===== src/sle_pkg.sv =====
// Shared types and constants for the sequential list engine.
// Request and response transaction structs, action and status codes, cell commands.
// No dependencies.
package sle_pkg;

    localparam int CAPACITY_DEF  = 64;
    localparam int WORD_BITS_DEF = 32;

    localparam logic [2:0] ACT_READ   = 3'd0;
    localparam logic [2:0] ACT_WRITE  = 3'd1;
    localparam logic [2:0] ACT_INSERT = 3'd2;
    localparam logic [2:0] ACT_REMOVE = 3'd3;
    localparam logic [2:0] ACT_SEARCH = 3'd4;

    localparam logic [1:0] ST_OK        = 2'd0;
    localparam logic [1:0] ST_BAD_POS   = 2'd1;
    localparam logic [1:0] ST_FULL      = 2'd2;
    localparam logic [1:0] ST_NOT_FOUND = 2'd3;

    typedef struct packed {
        logic [2:0]  action;
        logic [6:0]  position;
        logic [31:0] value;
    } sle_req_t;

    typedef struct packed {
        logic [1:0]  status;
        logic [31:0] read_value;
        logic [5:0]  found_position;
        logic [6:0]  length_now;
    } sle_rsp_t;

    typedef enum logic [2:0] {
        CELL_NOP,
        CELL_READ,
        CELL_WRITE,
        CELL_INSERT,
        CELL_REMOVE,
        CELL_SEARCH
    } cell_op_t;

    typedef struct packed {
        logic     en;
        cell_op_t op;
    } sle_cell_cmd_t;

endpackage


===== src/sle_cell.sv =====
// One list entry: holds a word, shifts with its neighbors, answers read and search.
// Depends on sle_pkg.
module sle_cell #(
    parameter int INDEX     = 0,
    parameter int WORD_BITS = 32,
    parameter int POS_BITS  = 7
) (
    input  logic                  clk,
    input  sle_pkg::sle_cell_cmd_t cmd,
    input  logic [POS_BITS-1:0]   pos,
    input  logic [POS_BITS-1:0]   count,
    input  logic [WORD_BITS-1:0]  value,
    input  logic [WORD_BITS-1:0]  prev_data,
    input  logic [WORD_BITS-1:0]  next_data,
    output logic [WORD_BITS-1:0]  data,
    output logic [WORD_BITS-1:0]  rd_data,
    output logic                  hit
);
    import sle_pkg::*;

    localparam logic [POS_BITS-1:0] IDX = POS_BITS'(INDEX);

    logic [WORD_BITS-1:0] data_reg;
    logic [WORD_BITS-1:0] data_next;
    logic [WORD_BITS-1:0] rd_reg;
    logic [WORD_BITS-1:0] rd_next;
    logic                 hit_reg;
    logic                 hit_next;

    always_comb
    begin
        data_next = data_reg;
        rd_next   = '0;
        hit_next  = 1'b0;
        case (cmd.op)
            CELL_READ:
            begin
                if (IDX == pos)
                begin
                    rd_next = data_reg;
                end
            end
            CELL_WRITE:
            begin
                if (IDX == pos)
                begin
                    data_next = value;
                end
            end
            CELL_INSERT:
            begin
                if (IDX == pos)
                begin
                    data_next = value;
                end
                else if (IDX > pos)
                begin
                    data_next = prev_data;
                end
            end
            CELL_REMOVE:
            begin
                if (IDX >= pos)
                begin
                    data_next = next_data;
                end
            end
            CELL_SEARCH:
            begin
                hit_next = (IDX < count) && (data_reg == value);
            end
            default:
            begin
                data_next = data_reg;
            end
        endcase
    end

    always_ff @(posedge clk)
    begin
        if (cmd.en)
        begin
            data_reg <= data_next;
            rd_reg   <= rd_next;
            hit_reg  <= hit_next;
        end
    end

    assign data    = data_reg;
    assign rd_data = rd_reg;
    assign hit     = hit_reg;

endmodule


===== config.mk =====
export PLATFORM = sky130hd
export DESIGN_NAME = sle_cell
export DESIGN_NICKNAME = d
export VERILOG_FILES = /design/src/sle_pkg.sv /design/src/sle_cell.sv
export SDC_FILE = /design/constraint.sdc
export NUM_CORES = 1
export LEC_CHECK = 0
export BUFFER_PORTS_ARGS = -buffer_cell sky130_fd_sc_hd__clkbuf_2
export CAP_MARGIN = 25
export CORE_ASPECT_RATIO = 1.4
export CORE_MARGIN = 5
export CORE_UTILIZATION = 40
export CTS_BUF_LIST = sky130_fd_sc_hd__clkbuf_8 sky130_fd_sc_hd__clkbuf_16
export CTS_CLUSTER_SIZE = 12
export DETAILED_ROUTE_END_ITERATION = 7
export GPL_ROUTABILITY_DRIVEN = 0
export GPL_TIMING_DRIVEN = 0
export PLACE_DENSITY = 0.76
export SLEW_MARGIN = 20
export SYNTH_ARGS = -nofsm -noshare
export SYNTH_HDL_FRONTEND = slang
export SYNTH_SLANG_ARGS = --single-unit

===== constraint.sdc =====
create_clock -name clk -period 3.7 [get_ports clk]
set_input_delay 0 -clock clk [delete_from_list [all_inputs] [get_ports clk]]
set_output_delay 0 -clock clk [all_outputs]
set_load 0.01 [all_outputs]

==> implementation parameters <==
Parameter                              Value

STA
  Normalized max-slew margin ... 0.394
  Timing-limited maximum frequency ... 509 MHz
  # setup viols final ... 0
  Final critical-path share of the clock period ... 0.531
  Worst Tran Pin Value ... 0.909 ns
  Max Clock Skew ... 0.00377 ns
  Min Tclk post-route ... 1.96 ns
  Max-slew violations ... 0
  Fin. Hold Viols ... 0
  RSZ-0062 raised after global routing ... false

Clock network
  Clk Tree Root Cell ... clkbuf_16
  CTS tree ... yes
  Clock buffer count from CTS ... 9
  Deepest level of the CTS H-tree ... 3
  Sink count of the clock tree ... 65
  Clock transition at the register clock pins on the worst setup and hold paths after CTS ... 0.05 ns
  Quantity of gates resized following cts ... 0
  Clock latency on the worst-skew pair ... 0.33 ns
  Buffers from clock root to sink, at most ... 2

Global routing
  Total overflow reported by the global router ... 0
  Highest-utilization routing layer at the global route stage ... met2
  Global-route met2 utilization ... 0.373
  Met3 layer usage reported by global route ... 0.0357
  First-pass GRT wire length ... 15,400 um
  Met1 usage ... 0.233
  Vias in the first global route ... 2,929
  Largest net degree at the start of global routing ... 35
  Total Routing Usage GR ... 0.207
  Initial antenna violation count ... 0

Place
  Half-perimeter wire length after placement ... 7870 um
  Cell Area, Placed ... 0.00432 mm2
  PortBufs ... 179

Route
  Number of vias after detailed routing ... 2,815
  Mean routed wirelength per cell ... 18.4 um
  Number of vias per cell ... 4.97
  Pre-antenna DRT Iters ... 4
  DRC violations left ... 0
  Final wirelength ... 10,400 um
  Number of DRC violations after detailed-routing iteration 0 ... 123
  Number of nets with antenna violations after routing ... 0

Pwr
  P per Cell Area ... 376 mW/mm2
  Final Total Pwr ... 1.83 mW
  Leakage power ... 2.29 nW
  Worst vdd rail ir drop ... 0.236 mV

Critical path
  Worst Reg-to-Reg Cells ... 4
  Origin of the critical flop-to-flop path ... data[15]
  Crit-path slowest cell ... nor3b_2
  Biggest cell delay along the critical path ... 0.49 ns
  Setup CP Type ... in2reg
  CP cell instances ... clkbuf_2 > nor3_4 > buf_2 > a21oi_1 > nor3b_2 > buf_6 > buf_4
  Kind of launch point of the worst setup path ... input pin
  Reg2reg setup slack ... 2.08 ns
  Critical Path Fanout Max ... 10
  Kind of end point of the critical path ... register
  Launching element of the worst setup path ... cmd[1]
  Critical path arrival ... 2.00 ns
  Required @ worst endpoint ... 3.73 ns
  R2R Path End ... hit

Die
  Site row count ... 39
  Full die area ... 0.0101 mm2
  Standard cell core area ... 0.00805 mm2
  Total I/O pin count ... 180
  Horiz. Die Dim ... 86.3 um
  Starting density of the core ... 0.405
  Die extent in y ... 117 um

Final layout
  Design Area, Final ... 0.00487 mm2
  # diodes ... 0
  Share of post-route cells with drive strength above 1 ... 0.450
  Layout Area Growth over Synthesis ... 49.4%
  FILL cells ... 703
  Total area of multi-input combinational cells ... 0.00123 mm2
  Net count reported at finish ... 574
  Sequential cell area ... 0.00195 mm2

Run status
  Status ... finished, final reports clean

Synth
  Net count of the mapped netlist ... 353
  Number of synthesis warnings ... 0
  Sequential fraction of the synthesis area ... 0.599
  Post-synthesis average cell area ... 13.7 um2
  Syn Inst Count ... 238
  Cell area after synthesis ... 0.00326 mm2
  Flops & latches, synth ... 65
  Yosys cell types ... 29

Min path
  Worst min path class ... in2reg
  Worst min-delay path endpoint ... data[9]
  Hold path startpoint ... next_data[9]
  Worst hold path depth ... 3

Flow run
  Number of max-cap violations ... 0
## routing by layer
metal | part of all wire | vias to the layer above | wire length [um]
li1 | - | 1348 | -
met2 | 0.55 | 119 | 5680
met4 | 0.023 | 0 | 239
met5 | 0 | - | 0
met1 | 0.36 | 1331 | 3770
met3 | 0.068 | 17 | 706
## layout make-up
class,instances,area share
sequential,65,0.401
inverter,1,0.000771
timing repair buffer,210,0.246
clock buffer,9,0.0462
tap,102,0.0262
buffer,12,0.0167
multi-input combinational,160,0.252
clock inverter,7,0.0108
## where the power goes
group          internal, mW  switching (mW)
Clock                 0.506           0.287
Combinational         0.114          0.0979
Sequential            0.825         0.00309
Total                  1.45           0.388
## worst max-delay path, delay by kind of cell
family                 cells  cell delay, ns
and+or+nand+nor            2            0.94
buffers and inverters      4            0.96
AOI/OAI and AO/OA          1            0.09
## kinds of logic (layout without fill, tap and decap cells)
family / Yosys count / count (layout) / synth area share
flip-flops: 65 / 65 / 0.599
buffers and inverters: 13 / 239 / 0.0261
AO/OA/AOI/OAI: 60 / 60 / 0.142
XOR/XNOR: 32 / 32 / 0.0860
multiplexers: 7 / 7 / 0.0215
AND/OR/NAND/NOR: 61 / 61 / 0.125
## per-stage QoR
stage	worst slack, ns	hold slack (ns)	utilization	TNS [ns]	instances
floorplan	0.225	0.112	-	0	238
global placement	-1.54	0.301	0.532	-49.18	519
detailed placement	1.37	0.303	0.537	0	523
CTS	1.72	0.00362	0.605	0	566
global route	1.58	0.0208	0.605	0	566
finish	1.74	0.0168	0.605	0	566
## cells in the mapped netlist (all sizes together)
cell | instances | area (um2)
nor3 | 3 | 26.3
mux2i | 7 | 70.1
a22o | 25 | 219
nor4b | 2 | 32.5
nor3b | 1 | 7.51
inv | 1 | 3.75
a21o | 25 | 188
clkbuf | 3 | 11.3
edfxtp | 65 | 1950
or4 | 1 | 7.51
xnor2 | 4 | 35.0
nand4 | 2 | 12.5
o41ai | 1 | 8.76
nand3b | 1 | 7.51
nor2 | 8 | 32.5
and2 | 32 | 200
nand3 | 1 | 5.00
or3 | 1 | 6.26
a21oi | 9 | 48.8
nand2 | 1 | 6.26
buf | 9 | 70.1
nor4 | 8 | 65.1
xor2 | 28 | 245
## repair_timing
| action | 4_1_cts | 5_1_grt |
|---|---|---|
| hold endpoints to repair | 27 | 0 |
| hold buffers | 27 | 0 |
| setup buffers | 0 | 0 |
## worst max-delay path by stage
stage          endpoint
2_1_floorplan   data[0]
3_3_place_gp   data[24]
3_5_place_dp   data[11]
4_1_cts         data[4]
5_1_grt         data[9]
6_report       data[12]
## cells in the final DEF (no fill, tap or decap), types with 2 or more instances in the layout
master	Yosys	routed
nand4_1	2	2
inv_1	1	2
mux2i_1	7	7
clkbuf_16	0	9
buf_6	4	5
clkbuf_1	3	3
edfxtp_1	65	65
clkbuf_2	0	179
nor4_1	7	7
a21oi_1	8	8
buf_4	0	3
xnor2_1	4	4
clkinv_1	0	5
xor2_1	28	28
buf_2	5	5
a21o_1	25	25
dlygate4sd3_1	0	27
and2_1	32	32
a22o_1	25	25
nor3_1	2	2
nor2_1	7	7
Note: power is estimated with default switching activity, not from simulation.
